### config.mk
export PLATFORM = sky130hd
export DESIGN_NAME = base64_stream_encoder
export DESIGN_NICKNAME = d
export VERILOG_FILES = /design/src/hdl/b64e_pkg.sv /design/src/hdl/base64_stream_encoder.sv /design/src/hdl/b64e_front.sv /design/src/hdl/b64e_queue.sv /design/src/hdl/b64e_back.sv
export SDC_FILE = /design/constraint.sdc
export NUM_CORES = 1
export LEC_CHECK = 0
export ABC_AREA = 0
export BUFFER_PORTS_ARGS = -buffer_cell sky130_fd_sc_hd__buf_2
export CAP_MARGIN = 20
export CORE_MARGIN = 2
export CORE_UTILIZATION = 32
export CTS_BUF_LIST = sky130_fd_sc_hd__clkbuf_16
export DETAILED_ROUTE_END_ITERATION = 16
export HOLD_SLACK_MARGIN = 0.03
export PLACE_DENSITY = 0.44
export RECOVER_POWER = 25
export SLEW_MARGIN = 20
export SYNTH_ARGS = -nofsm -noshare
export SYNTH_HDL_FRONTEND = slang
export SYNTH_SLANG_ARGS = --single-unit
export TNS_END_PERCENT = 50
### constraint.sdc
create_clock -name clk -period 8.64 [get_ports clk]
set_input_delay 1.728 -clock clk [delete_from_list [all_inputs] [get_ports clk]]
set_output_delay 1.728 -clock clk [all_outputs]
set_load 0.02 [all_outputs]
### src/hdl/b64e_pkg.sv
// shared types, constants and the alphabet lookup for the base64 encoder
// no dependencies
package b64e_pkg;

  // input transaction: one message byte
  typedef struct packed {
    logic [7:0] data_byte;
    logic       final_byte;
  } byte_item_t;

  // output transaction: one ascii character
  typedef struct packed {
    logic [7:0] out_char;
    logic       out_last;
  } char_item_t;

  // one output character before ascii mapping
  typedef struct packed {
    logic       pad;
    logic [5:0] idx;
  } sym_t;

  localparam int SLOTS = 4;
  localparam int SLOT_W = $clog2(SLOTS);

  // characters produced by one accepted byte
  typedef struct packed {
    logic [SLOT_W-1:0] last_slot;
    logic              last;
    sym_t [SLOTS-1:0]  slot;
  } job_t;

  localparam int Q_DEPTH = 4;
  localparam int Q_PTR_W = $clog2(Q_DEPTH);
  localparam int Q_CNT_W = $clog2(Q_DEPTH + 1);

  localparam logic [7:0] PAD_CHAR = 8'h3D;

  // standard alphabet: A-Z, a-z, 0-9, '+', '/'
  function automatic logic [7:0] sym_to_ascii(input sym_t s);
    logic [7:0] v;
    logic [7:0] c;
    v = {2'b00, s.idx};
    if (s.pad) begin
      c = PAD_CHAR;
    end else if (v < 8'd26) begin
      c = v + 8'd65;
    end else if (v < 8'd52) begin
      c = v + 8'd71;
    end else if (v < 8'd62) begin
      c = v - 8'd4;
    end else if (v == 8'd62) begin
      c = 8'h2B;
    end else begin
      c = 8'h2F;
    end
    return c;
  endfunction

endpackage

### src/hdl/base64_stream_encoder.sv
// top level of the streaming base64 encoder
// uses b64e_pkg, b64e_front, b64e_queue, b64e_back
//
// Encodes a byte stream to padded standard base64, one input byte per
// transaction and one ascii character per output transaction; a final
// byte that leaves its group short closes it with the flush character and
// '=' pads, and the last character carries out_last. Bytes are taken one
// per cycle as long as the four-entry job queue has room, and characters
// leave one per cycle from the output register while the receiver does not
// stall, so the output port sets the rate: 4 characters per 3 bytes on
// average; a final byte that starts a group yields 4 characters. An
// accepted byte is queued, then its first character is registered.
module base64_stream_encoder (
  input  logic                  clk,
  input  logic                  rst,
  input  logic                  byte_valid,
  output logic                  byte_stall,
  input  b64e_pkg::byte_item_t  byte_data,
  output logic                  char_valid,
  input  logic                  char_stall,
  output b64e_pkg::char_item_t  char_data
);

  logic           accept;
  logic           q_full;
  logic           q_empty;
  logic           q_pop;
  b64e_pkg::job_t new_job;
  b64e_pkg::job_t head_job;

  assign byte_stall = q_full;
  assign accept     = byte_valid && !q_full;

  // byte classification
  b64e_front u_front (
    .clk    (clk),
    .rst    (rst),
    .accept (accept),
    .item   (byte_data),
    .job    (new_job)
  );

  // decoupling queue
  b64e_queue u_queue (
    .clk      (clk),
    .rst      (rst),
    .push     (accept),
    .push_job (new_job),
    .pop      (q_pop),
    .full     (q_full),
    .empty    (q_empty),
    .head     (head_job)
  );

  // character emission
  b64e_back u_back (
    .clk        (clk),
    .rst        (rst),
    .head_valid (!q_empty),
    .head       (head_job),
    .pop        (q_pop),
    .char_valid (char_valid),
    .char_stall (char_stall),
    .char_data  (char_data)
  );

endmodule

### src/hdl/b64e_front.sv
// front end: tracks the byte position in its group and splits each byte
// into a job of one to four characters; uses b64e_pkg
module b64e_front (
  input  logic                clk,
  input  logic                rst,
  input  logic                accept,
  input  b64e_pkg::byte_item_t item,
  output b64e_pkg::job_t      job
);

  localparam logic [1:0] PH_START  = 2'd0;
  localparam logic [1:0] PH_SECOND = 2'd1;
  localparam logic [1:0] PH_THIRD  = 2'd2;

  logic [1:0] phase;
  logic [1:0] phase_next;
  logic [3:0] carry;
  logic [3:0] carry_next;

  // classify the byte against the current group position
  always_comb begin
    logic [7:0] b;
    b = item.data_byte;
    job = '0;
    job.last = item.final_byte;
    phase_next = PH_START;
    carry_next = 4'd0;
    unique case (phase)
      PH_SECOND: begin
        job.slot[0].idx = {carry[1:0], b[7:4]};
        if (item.final_byte) begin
          job.slot[1].idx = {b[3:0], 2'b00};
          job.slot[2].pad = 1'b1;
          job.last_slot = b64e_pkg::SLOT_W'(2);
        end else begin
          carry_next = b[3:0];
          phase_next = PH_THIRD;
        end
      end
      PH_THIRD: begin
        job.slot[0].idx = {carry, b[7:6]};
        job.slot[1].idx = b[5:0];
        job.last_slot = b64e_pkg::SLOT_W'(1);
      end
      default: begin
        job.slot[0].idx = b[7:2];
        if (item.final_byte) begin
          job.slot[1].idx = {b[1:0], 4'b0000};
          job.slot[2].pad = 1'b1;
          job.slot[3].pad = 1'b1;
          job.last_slot = b64e_pkg::SLOT_W'(3);
        end else begin
          carry_next = {2'b00, b[1:0]};
          phase_next = PH_SECOND;
        end
      end
    endcase
  end

  // group position and leftover bits
  always_ff @(posedge clk) begin
    if (rst) begin
      phase <= PH_START;
      carry <= 4'd0;
    end else if (accept) begin
      phase <= phase_next;
      carry <= carry_next;
    end
  end

endmodule

### src/hdl/b64e_queue.sv
// short job queue between front and back end
// uses b64e_pkg for the job type and depth
module b64e_queue (
  input  logic              clk,
  input  logic              rst,
  input  logic              push,
  input  b64e_pkg::job_t    push_job,
  input  logic              pop,
  output logic              full,
  output logic              empty,
  output b64e_pkg::job_t    head
);

  b64e_pkg::job_t                entries [b64e_pkg::Q_DEPTH];
  logic [b64e_pkg::Q_PTR_W-1:0] wr_ptr;
  logic [b64e_pkg::Q_PTR_W-1:0] rd_ptr;
  logic [b64e_pkg::Q_CNT_W-1:0] count;

  assign full  = (count == b64e_pkg::Q_CNT_W'(b64e_pkg::Q_DEPTH));
  assign empty = (count == '0);
  assign head  = entries[rd_ptr];

  // storage
  always_ff @(posedge clk) begin
    if (push) begin
      entries[wr_ptr] <= push_job;
    end
  end

  // pointers and fill level
  always_ff @(posedge clk) begin
    if (rst) begin
      wr_ptr <= '0;
      rd_ptr <= '0;
      count  <= '0;
    end else begin
      if (push) begin
        wr_ptr <= wr_ptr + 1'b1;
      end
      if (pop) begin
        rd_ptr <= rd_ptr + 1'b1;
      end
      if (push && !pop) begin
        count <= count + 1'b1;
      end else if (pop && !push) begin
        count <= count - 1'b1;
      end
    end
  end

endmodule

### src/hdl/b64e_back.sv
// back end: walks the head job one character per cycle into the output
// register while the output is not stalled; uses b64e_pkg
module b64e_back (
  input  logic                  clk,
  input  logic                  rst,
  input  logic                  head_valid,
  input  b64e_pkg::job_t        head,
  output logic                  pop,
  output logic                  char_valid,
  input  logic                  char_stall,
  output b64e_pkg::char_item_t  char_data
);

  logic [b64e_pkg::SLOT_W-1:0] sel;
  logic                        load;
  logic                        at_end;

  assign load   = head_valid && (!char_valid || !char_stall);
  assign at_end = (sel == head.last_slot);
  assign pop    = load && at_end;

  // slot pointer and output valid
  always_ff @(posedge clk) begin
    if (rst) begin
      sel        <= '0;
      char_valid <= 1'b0;
    end else begin
      if (load) begin
        sel <= at_end ? '0 : sel + 1'b1;
      end
      if (load) begin
        char_valid <= 1'b1;
      end else if (!char_stall) begin
        char_valid <= 1'b0;
      end
    end
  end

  // output payload
  always_ff @(posedge clk) begin
    if (load) begin
      char_data.out_char <= b64e_pkg::sym_to_ascii(head.slot[sel]);
      char_data.out_last <= head.last && at_end;
    end
  end

endmodule

* After elaboration in Yosys (flattened, before gate mapping)
Memory sizes are Yosys's and may differ from the RTL's. A register that Yosys moved wholly into a read port is not among the register bits. Index checks and enable logic that the tools add are counted.
Storage, ports and cells: bits in writable memories 68, register bits after elaboration 25, memories kept 1
Operators by class: add/sub/neg operators 8, equal/unequal tests 6, mux-type cells 31, magnitude comparators 4, reductions and logical operators 16
Memories:
- u_queue.entries | words 4, width 17, rd ports 1, clocked after memory_dff 1, wr ports 1, RTL line b64e_queue.sv:14 | b64e_pkg::job_t entries [b64e_pkg::Q_DEPTH];
Operator list (count):
- $mux 8 | 3
- $pmux 6 s2 | 2
- $add 6x7->8 const B | 2
- $bmux 7 s2 | 1
- $mux 2 | 7
- $lt 6x6->1 const B | 2
- $mux 6 | 2
- $mux 3 | 3
- $mux 1 | 8
- $pmux 2 s2 | 2
- $pmux 4 s2 | 1
- $mux 7 | 1
- $sub 6x3->7 const B | 1
- $add 2x1->2 const B | 3
- $eq 6x6->1 const B | 1
- $logic_and 1x1->1 | 6
- $logic_not 1->1 | 6
- $lt 6x5->1 const B | 1
- $mux 4 | 1
- $add 3x1->3 const B | 1
- $eq 3x3->1 const B | 1
- $logic_not 3->1 | 1
- $lt 2x3->1 const B | 1
- $sub 3x1->3 const B | 1
- 7 further kinds | 7

* Logic depth before layout (Yosys ltp)
Gate-level depths: netlist of run 1.
depth in word-level cells 7, depth in mapped cells 14, mapped depth without buffers 10

* By module
Synthesis of run 1 repeated with hierarchy kept, for this count alone.
Unflattened totals: cells, all modules 398, area total of the unflattened synthesis 6638.9 um^2
By module, submodules not included:
- b64e_queue | area an instance 4903.5 um^2, cells an instance 205, sequential area each 3903.7 um^2, times used 1
- b64e_back | area an instance 1057.3 um^2, cells an instance 107, sequential area each 330.3 um^2, times used 1
- b64e_front | area an instance 660.6 um^2, cells an instance 84, sequential area each 120.1 um^2, times used 1
- base64_stream_encoder | area an instance 17.5 um^2, cells an instance 2, sequential area each 0.0 um^2, times used 1

* Worst setup path before layout of run 1
Ideal clock, no wire load.
path type input to register, start input byte_valid, end register u_queue.count[2] in the netlist's numbering, library setup time 0.070 ns, data arrival time 3.511 ns, cell stages on the path 10, setup slack 5.059 ns, cells stage by stage nand2b_1 clkbuf_1 inv_1 clkbuf_1 ha_1 inv_1 fa_1 xor2_1 or3_1 a21oi_1
Between the ends: word-level cells in the longest chain between the ends 4
Ends and longest elaborated chain:
- start, declared | RTL line base64_stream_encoder.sv:16 | input logic byte_valid,
- $logic_and 1x1->1 * | RTL line base64_stream_encoder.sv:32 | assign accept = byte_valid && !q_full;
- net accept | RTL line base64_stream_encoder.sv:24 | logic accept;
- $logic_not 1->1 | RTL line b64e_queue.sv:45 | end else if (pop && !push) begin
- $logic_and 1x1->1 | RTL line b64e_queue.sv:45
- $reduce_bool 2->1 (no source line)
- end signal, assigned | RTL line b64e_queue.sv:44 | count <= count + 1'b1;
- end signal, assigned | RTL line b64e_queue.sv:46 | count <= count - 1'b1;
- end, declared | RTL line b64e_queue.sv:17 | logic [b64e_pkg::Q_CNT_W-1:0] count;
Mark *: on every way through the listed nets, which the timed path passes. The rest lies on a longest branch. A chain may end at the register's enable or synchronous reset.

* Worst setup path after layout of run 1
start input char_stall, end register u_queue.count[2] in the netlist's numbering
Between the ends: word-level cells in the longest chain between the ends 7
Ends and longest elaborated chain:
- start, declared | RTL line base64_stream_encoder.sv:20 | input logic char_stall,
- $logic_not 1->1 * | RTL line b64e_back.sv:18 | assign load = head_valid && (!char_valid || !char_stall);
- $logic_or 1x1->1 * | RTL line b64e_back.sv:18
- $logic_and 1x1->1 * | RTL line b64e_back.sv:18
- net u_back.load | RTL line b64e_back.sv:15 | logic load;
- $logic_and 1x1->1 * | RTL line b64e_back.sv:20 | assign pop = load && at_end;
- $logic_not 1->1 | RTL line b64e_queue.sv:43 | if (push && !pop) begin
- $logic_and 1x1->1 | RTL line b64e_queue.sv:43
- $mux 3 / $reduce_bool 2->1 (equally long branches)
Marked as above.

==> flow_metrics.tcl, run 1 <==
set metrics [dict create \
    drc 0 \
    synth_compound_area_frac 0.0871 \
    pwr-share-clk 0.247 \
    grt_pass1_wl_um 15300 \
    drv_cap 0 \
    fill_cells 1322 \
    yosys.area.top_type "edfxtp_1" \
    synthMuxAreaShare 0.104 \
    total_power_mw 1.74 \
    cp-start-kind "input pin" \
    ys_ff_latch 95 \
    area_growth_pct 11.9 \
    pre_cts_ws_ns 4.95 \
    grt_pass1_vias 2686 \
    syn_nets 359 \
    slew_headroom 0.325 \
    reg2regPathDepth 10 \
    ir_drop_uv 143 \
    synthAdderAreaFrac 0.0348 \
    fin_crit_ns 3.62 \
    p_sw_uw 605 \
    final_cell_area_um2 5060 \
    cts_resized 0 \
    crit_start "char_stall" \
    synth_ff_type "edfxtp_1" \
    die_h_um 123 \
    hp-class "flip-flop to flip-flop" \
    grt_max_degree 35 \
    start_util 0.327 \
    seq_power_share 0.380 \
    fin_setup_tns_ns 0 \
    crit_required_ns 8.91 \
    gp_congestion 0.817 \
    vias 2639 \
    synth_cell_types 56 \
    tritoncts "yes" \
    grt-ovfl-total 0 \
    grtUsageTotal 0.140 \
    yosysWarnings 0 \
    synthSimpleGateAreaFrac 0.120 \
    finalWorstSetupSlack_ns 5.02 \
    rsz0062_at_grt "false" \
    sw_frac_of_total 0.347 \
    syn-cell-area_um2 4520 \
    nets 378 \
    wl_per_cell_um 17.7 \
    yosysSeqAreaShare 0.591 \
    antenna_cells 0 \
    clock-root-buffer "clkbuf_16" \
    clkTransAtPathRegs_ns 0.07 \
    power.leakage_nw 1.68 \
    totalWireLength_um 9530 \
    cp_data_arrival_time_ns 3.90 \
    period_share 0.419 \
    dr.first_iter.drc_count 115 \
    clock-sinks 95 \
    status "finished clean" \
    power.density_nw_per_um2 345 \
    cts_hold_buffers 0 \
    die_width_um 123 \
    synth.top_cell.area_share 0.511 \
    clock_path_buffers 2 \
    via_per_inst 4.91 \
    synth_top_family_by_area "simple AND/OR/NAND/NOR gates" \
    worst_slew_pin_slew_ns 1.01 \
    intPower_mw 1.14 \
    grt_antenna_before_repair 0 \
    postCtsSetupBuffers 0 \
    core_area_um2 13800 \
    end_kind "flip-flop" \
    crit_fanout 12 \
    critPathKind "input pin to flip-flop" \
    place_hpwl_um 6550 \
    cp-endpoint "u_queue.count[2]" \
    timing.final.max_slew_violations 0 \
    pwr-share-comb 0.373 \
    ios 24 \
    reg2reg_setup_slack_ns 5.16 \
    synthCells 334 \
    cts_max_level 3 \
    ant_nets 0 \
    firstDrtPassIters 5 \
    finalHoldViolations 0 \
    ys_async_sr_fraction 0 \
    dpl_cell_area_um2 4750 \
    timing.rr.end "u_queue.count[2]" \
    setup-violations-final 0 \
    clock.fmax_ghz 0.276 \
    avgSynthCellArea_um2 13.5 \
    layout-drive-gt1-share 0.176 \
    num_rows 43 \
    die_area_um2 15100 \
    skew_ns 0.00992 \
    clock_latency_ns 0.35 \
    synth_area_leaders "edfxtp_1, dfxtp_1, mux4_2, ha_1, mux4_1" \
    synth-xor-area-share 0.0213 \
    synth-edff-count 77 \
    cts_buffers 9 \
    portBuffers 23 \
]
==> metal layers <==
metal	GRT usage	wire length, um	up-vias
met5	0	0	-
met4	0.0769	231	0
met3	0.0231	389	13
met2	0.222	4550	52
met1	0.182	4350	1282
li1	-	-	1292
==> cells in the mapped netlist (3+ instances only) <==
cell,count
nor3b_1,3
edfxtp_1,77
a22oi_1,6
nor2b_1,4
mux4_2,8
nor2_1,20
and2_1,8
clkbuf_1,9
dfxtp_1,18
nand3_1,13
nand2_1,25
mux2i_1,9
a21oi_1,15
ha_1,11
buf_6,3
xnor2_1,9
inv_1,15
mux2_2,6
mux4_1,5
a32oi_1,4
o21ai_0,16
nor3_1,5
==> worst max-delay path, stage by stage <==
cell	delay, ns
buf_2	0.10
a21oi_1	0.18
clkbuf_1	0.61
nand2_1	0.24
ha_1	0.26
inv_1	0.08
fa_1	0.18
xor2_1	0.07
or3_1	0.31
a21oi_1	0.14
==> area by class of cell <==
type | count | area (um2) | area share
multi-input cells | 206 | 1660 | 0.328
flip-flops and latches | 95 | 2670 | 0.528
clock inverters | 7 | 96.3 | 0.0190
inverters | 15 | 56.3 | 0.0111
well taps | 180 | 225 | 0.0445
clock buffers | 9 | 225 | 0.0445
repair buffers | 26 | 126 | 0.0250
==> layout by cell type (no fill, tap or decap), types with 11 or more instances in the layout <==
master / n
edfxtp_1: 77
nand2_1: 25
nor2_1: 20
dfxtp_1: 18
buf_2: 17
o21ai_0: 16
inv_1: 15
a21oi_1: 15
nand3_1: 13
ha_1: 11
==> cells by family (layout without fill, tap and decap cells) <==
logic type | Yosys count | count (layout)
buffers and inverters | 33 | 57
AND/OR/NAND/NOR | 98 | 98
XOR/XNOR | 11 | 11
multiplexers | 28 | 28
flip-flops | 95 | 95
adder cells (fa/ha/maj) | 12 | 12
AO/OA/AOI/OAI | 57 | 57
==> worst min path at each step <==
stage	startpoint	endpoint	cells past startpoint
CTS	u_front.carry[3]	u_front.carry[3]	2
floorplan	u_front.carry[3]	u_front.carry[3]	2
detailed placement	u_front.carry[3]	u_front.carry[3]	2
global placement	u_back.char_valid	u_back.char_valid	2
global route	u_front.carry[3]	u_front.carry[3]	2
finish	u_front.carry[3]	u_front.carry[3]	2
==> power by group through the flow <==
| stage | sequential, mW | combinational [mW] | clock (mW) |
|---|---|---|---|
| global placement | 0.676 | 0.662 | 0 |
| floorplan | 0.673 | 0.511 | 0 |
| finish | 0.663 | 0.651 | 0.430 |
| global route | 0.675 | 0.734 | 0.460 |
| CTS | 0.666 | 0.667 | 0.442 |
| detailed placement | 0.676 | 0.663 | 0 |
==> state kept, by name (all words and copies together) (netlist names), named ones only <==
name and cells:
u_back.char_valid 1, u_front.carry 4, u_queue.wr_ptr 2, u_queue.count 3
u_queue.entries 68, u_queue.rd_ptr 2, u_back.char_data 9, u_back.sel 2
u_front.phase 2
==> through the flow <==
stage,utilization,std cells,hold WS [ns]
6_report,0.366,538,0.473
5_1_grt,0.366,538,0.486
4_1_cts,0.367,538,0.477
3_5_place_dp,0.344,522,0.467
3_3_place_gp,0.344,522,0.462
2_1_floorplan,-,334,0.432
Note: power is estimated with default switching activity, not from simulation.
==> run 2: changes to the inputs <==
ABC_AREA = 1   (was 0)
PLACE_DENSITY = 0.46   (was 0.44)
clock period = 3.2 ns   (was 8.64 ns; I/O delays follow)
==> run 2 against run 1 <==
Critical path depth grew 1. Global-route usage shrank 0.15 points. Hold slack gained 0.017 ns. Flip-flop and latch count is the same. Final area grew 3.7%. Critical path type is now flip-flop to flip-flop. Highest routed layer unchanged.
==> flow_metrics.tcl, run 2 <==
set metrics [dict create \
    status "finished clean" \
    synth_common_cells "nand2_1, inv_1, edfxtp_1" \
    ios 24 \
    syn-cell-area_um2 4690 \
    num_rows 44 \
    critPathKind "flip-flop to flip-flop" \
    regMostFlops "u_queue.entries" \
    clkTransAtPathRegs_ns 0.07 \
    clock-root-buffer "clkbuf_16" \
    ant_nets 0 \
    hold_path_startpoint "u_front.carry[2]" \
    syn_nets 529 \
    fin_setup_tns_ns 0 \
    final_cell_area_um2 5250 \
    via_per_inst 4.50 \
    totalWireLength_um 10100 \
    skew_ns 0.00640 \
    power.density_nw_per_um2 951 \
    area_growth_pct 11.9 \
    place_hpwl_um 7020 \
    synth_area_leaders "edfxtp_1, nand2_1, dfxtp_1, inv_1, nand3_1" \
    layout-drive-gt1-share 0.106 \
    drv_cap 0 \
    die_width_um 125 \
    top_regs "u_queue.entries (68), u_back.char_data (9), u_front.carry (4)" \
    die_h_um 125 \
    clock-sinks 95 \
    yosys.area.top_type "edfxtp_1" \
    end_kind "flip-flop" \
    period_share 0.776 \
    dp_cells 704 \
    dr.first_iter.drc_count 155 \
    ir_drop_uv 309 \
    rsz0062_at_grt "false" \
    dpl_cell_area_um2 4990 \
    crit_family "simple AND/OR/NAND/NOR gates" \
    fin_crit_ns 2.48 \
    setup-violations-final 0 \
    finalWorstSetupSlack_ns 0.716 \
    tritoncts "yes" \
    ys_async_sr_fraction 0 \
    pre_cts_ws_ns 0.721 \
    cts_max_level 3 \
    worst_slew_pin_slew_ns 0.674 \
    crit_fanout 30 \
    cp_data_arrival_time_ns 2.58 \
    wl_per_cell_um 14.1 \
    largest_register_ffs 68 \
    cp-start-kind "flip-flop" \
    firstDrtPassIters 5 \
    path_cells "buf_4 > nor2_1 > nor2_1 > nand2_1 > nand3_1 > nand3_4 > ha_1 > nor3_4 > nand3_1 > nand3_1 > nand2_1" \
    portBuffers 23 \
    clock.fmax_ghz 0.403 \
    vias 3242 \
    finalHoldViolations 0 \
    timing.final.max_slew_violations 0 \
    avgSynthCellArea_um2 9.31 \
    grt-ovfl-total 0 \
    utilization 0.364 \
    gp_congestion 0.823 \
    grt_max_degree 33 \
    grt_pass1_wl_um 16900 \
    cts_hold_buffers 0 \
    yosysSeqAreaShare 0.570 \
    cts_resized 0 \
    slew_headroom 0.550 \
    synth_ff_type "edfxtp_1" \
    layout.cells.non_filler 720 \
    synth_most_common_cell "nand2_1" \
    crit_path_max_incr_delay_ns 0.51 \
    clock_path_buffers 2 \
    fill_cells 1475 \
    ys_ff_latch 95 \
    crit_required_ns 3.30 \
    antenna_cells 0 \
    postCtsSetupBuffers 0 \
    total_power_mw 4.99 \
    synthCells 504 \
    cp_num_buf_inv 1 \
    drc 0 \
    die_area_um2 15600 \
    start_util 0.325 \
    reg2reg_setup_slack_ns 0.72 \
    clock_latency_ns 0.34 \
    hp-class "flip-flop to flip-flop" \
    yosysWarnings 0 \
    core_area_um2 14400 \
    grt_antenna_before_repair 0 \
    cpMostUsedCell "nand3_1" \
    grt_pass1_vias 3231 \
    synth.top_cell.area_share 0.493 \
    synth_cell_types 36 \
    final_common_cell "nand2_1" \
    cts_buffers 9 \
    grtUsageTotal 0.138 \
    layout_common_cells "nand2_1, inv_1, edfxtp_1, nand3_1, nor2_1" \
    synth-edff-count 77 \
    whs_ns 0.490 \
    power.leakage_nw 2.27 \
    crit_slowest_cell "dfxtp_1" \
    nets 556 \
]
## run 2: cell count changes after synthesis, sizes merged, moves of 9 or more
cell,previous run,this run
nand2,25,137
inv,15,84
nand3,13,56
nor2,20,42
mux4,13,0
clkbuf,12,2
and2,9,0
mux2i,9,0
xnor2,9,0
## run 2: layer usage
metal	vias to the layer above	global-route usage	wire, um
met5	-	0	0
met4	0	0.0529	167
met3	13	0.0201	248
met2	47	0.222	4600
met1	1484	0.190	5120
li1	1698	-	-
## run 2: power breakdown
part           internal [mW]  switching [mW]  leakage, nW
clock network          0.537           0.485        0.135
registers               1.65           0.110        0.868
logic                  0.689            1.52         1.26
total                   2.87            2.12         2.27
## run 2: cell type report
cell class              instances  area, um2  area share
clock buffers                   9        225      0.0429
clock inverters                 7       55.1      0.0105
inverters                      85        322      0.0612
multi-input cells             310       1600       0.304
flip-flops and latches         95       2670       0.509
well taps                     184        230      0.0438
repair buffers                 30        150      0.0286
## run 2: worst paths after layout
path | end | depth (start not counted)
setup reg to reg | u_back.char_data[4] | 11
hold / removal | u_front.carry[2] | 2
hold reg to reg | u_front.carry[2] | 2
setup / recovery | u_back.char_data[4] | 11
## run 2: worst min-delay path, delay by kind of cell (launching register included)
family / cells / cell delay (ns)
flops: 1 / 0.32
simple gates: 1 / 0.07
compound gates: 1 / 0.06
## run 2: logic make-up after synthesis
| family | count (synthesis) | share of synthesized area |
|---|---|---|
| XOR/XNOR | 4 | 0.00747 |
| buffers and inverters | 99 | 0.0896 |
| flip-flops | 95 | 0.570 |
| adder cells (fa/ha/maj) | 12 | 0.0336 |
| AND/OR/NAND/NOR | 243 | 0.239 |
| AO/OA/AOI/OAI | 51 | 0.0608 |
==> run 3: changes to the inputs <==
PLACE_DENSITY = 0.44   (was 0.46)
clock period = 2.4 ns   (was 3.2 ns; I/O delays follow)
==> run 3 against run 2 <==
Non-clock buffer count is 12 higher. Sequential power grew 33%. Die area did not move. Register-to-register slack worse by 0.48 ns. First-iteration DRC count rose by 6.5%. Maximum frequency rose by 15%. Clock skew is 0.0020 ns higher. Via count increased by 1.7%. Critical path type unchanged. Critical path depth did not move. Count of clock-buffer cells in the layout did not move. Largest power group unchanged. Sequential share of layout area is 0.90 points lower. Total power is 36% higher.
==> flow_metrics.tcl, run 3 (synthesized netlist as in run 2, its figures left out) <==
set metrics [dict create \
    grt_antenna_before_repair 0 \
    clock-root-buffer "clkbuf_16" \
    largest_register_ffs 68 \
    rsz0062_at_grt "false" \
    timing.final.max_slew_violations 0 \
    slew_headroom 0.540 \
    sw_frac_of_total 0.418 \
    grtUsageTotal 0.140 \
    fin_crit_ns 2.16 \
    firstDrtPassIters 4 \
    pre_cts_ws_ns 0.112 \
    grt_pass1_vias 3235 \
    setup-violations-final 0 \
    multi_input_area_um2 1610 \
    finalHoldViolations 0 \
    layout-drive-gt1-share 0.130 \
    tritoncts "yes" \
    p_sw_mw 2.84 \
    vias 3298 \
    area_growth_pct 14.1 \
    skew_ns 0.00841 \
    utilization 0.371 \
    pwr-share-comb 0.464 \
    antenna_cells 0 \
    drv_cap 0 \
    crit_required_ns 2.51 \
    clock-sinks 95 \
    ant_nets 0 \
    finalWorstSetupSlack_ns 0.240 \
    regArea_um2 2680 \
    seq_power_share 0.344 \
    via_per_inst 4.51 \
    clock_path_buffers 2 \
    portBuffers 23 \
    clock_latency_ns 0.35 \
    crit_fanout 23 \
    drc 0 \
    dp_cells 716 \
    fin_setup_tns_ns 0 \
    grt-ovfl-total 0 \
    totalWireLength_um 10300 \
    final_common_cell "nand2_1" \
    layout.cells.non_filler 732 \
    die_h_um 125 \
    num_rows 44 \
    layout_common_cells "nand2_1, inv_1, edfxtp_1, nand3_1, nor2_1" \
    cts_max_level 3 \
    ios 24 \
    final_cell_area_um2 5350 \
    clkTransAtPathRegs_ns 0.07 \
    top_regs "u_queue.entries (68), u_back.char_data (9), u_front.carry (4)" \
    grt_max_degree 29 \
    intPower_mw 3.95 \
    regMostFlops "u_queue.entries" \
    cp-start-kind "flip-flop" \
    nets 568 \
    power.density_nw_per_um2 1270 \
    ir_drop_uv 377 \
    critPathKind "flip-flop to flip-flop" \
    core_area_um2 14400 \
    end_kind "flip-flop" \
    start_util 0.325 \
    cts_buffers 9 \
    status "finished clean" \
    grt_pass1_wl_um 16900 \
    place_hpwl_um 7200 \
    wl_per_cell_um 14.1 \
    period_share 0.900 \
    dpl_cell_area_um2 5080 \
    gp_congestion 0.826 \
    dr.first_iter.drc_count 165 \
    fill_cells 1501 \
    cp_data_arrival_time_ns 2.27 \
    clock.fmax_ghz 0.463 \
    power.leakage_nw 2.31 \
    die_width_um 125 \
    hp-class "input pin to flip-flop" \
    pwr-share-clk 0.192 \
    worst_slew_pin_slew_ns 0.690 \
    die_area_um2 15600 \
]
## run 3: timing repair
action / CTS / global route
buffers inserted: 0 / 0
hold buffers: 0 / 0
setup endpoints to repair: 0 / 7
resized for setup: 0 / 8
## run 3: path summary, 6_finish.rpt
path                                  startpoint                   to  slack (ns)  depth (start not counted)
worst max-delay path                   flip-flop  u_back.char_data[4]        0.24                         11
worst min-delay path                byte_data[4]     u_front.carry[3]        0.41                          3
worst max register to register         flip-flop  u_back.char_data[4]        0.24                         11
worst min register to register  u_front.carry[3]     u_front.carry[3]        0.46                          2
## run 3: final cells by class
cell class                      count  area share
Clock buffer                        9      0.0421
Clock inverter                      7     0.00748
Inverter                           85      0.0619
Multi-Input combinational cell    310       0.301
Sequential cell                    95       0.500
Tap cell                          184      0.0430
Timing Repair Buffer               42      0.0442
## run 3: metal layers
layer | global-route usage | vias up | wire, um
met5 | 0 | - | 0
met4 | 0.0569 | 0 | 212
met3 | 0.0227 | 14 | 269
met2 | 0.229 | 48 | 4720
met1 | 0.186 | 1521 | 5130
li1 | - | 1715 | -
## run 3: through the flow
step | total power, mW | hold slack, ns
2_1_floorplan | 4.73 | 0.438
6_report | 6.79 | 0.405
3_3_place_gp | 5.54 | 0.455
3_5_place_dp | 5.54 | 0.459
4_1_cts | 6.85 | 0.399
5_1_grt | 7.40 | 0.428
## run 3: power by group through the flow
stage / logic (mW) / clock network (mW) / registers (mW)
6_report: 3.15 / 1.30 / 2.34
5_1_grt: 3.63 / 1.39 / 2.37
4_1_cts: 3.20 / 1.33 / 2.32
3_5_place_dp: 3.18 / 0 / 2.35
3_3_place_gp: 3.19 / 0 / 2.35
2_1_floorplan: 2.30 / 0 / 2.43
## run 3: worst max-delay path: stages (launching register included)
cell and delay [ns]:
dfxtp_4 0.42, buf_4 0.30, nor2_1 0.08, nor2_1 0.09, nand2_1 0.06, nand3_1 0.11, nand3_4 0.08, ha_1 0.23
nor3_4 0.32, nand3_1 0.12, nand3_1 0.08, nand2_1 0.05
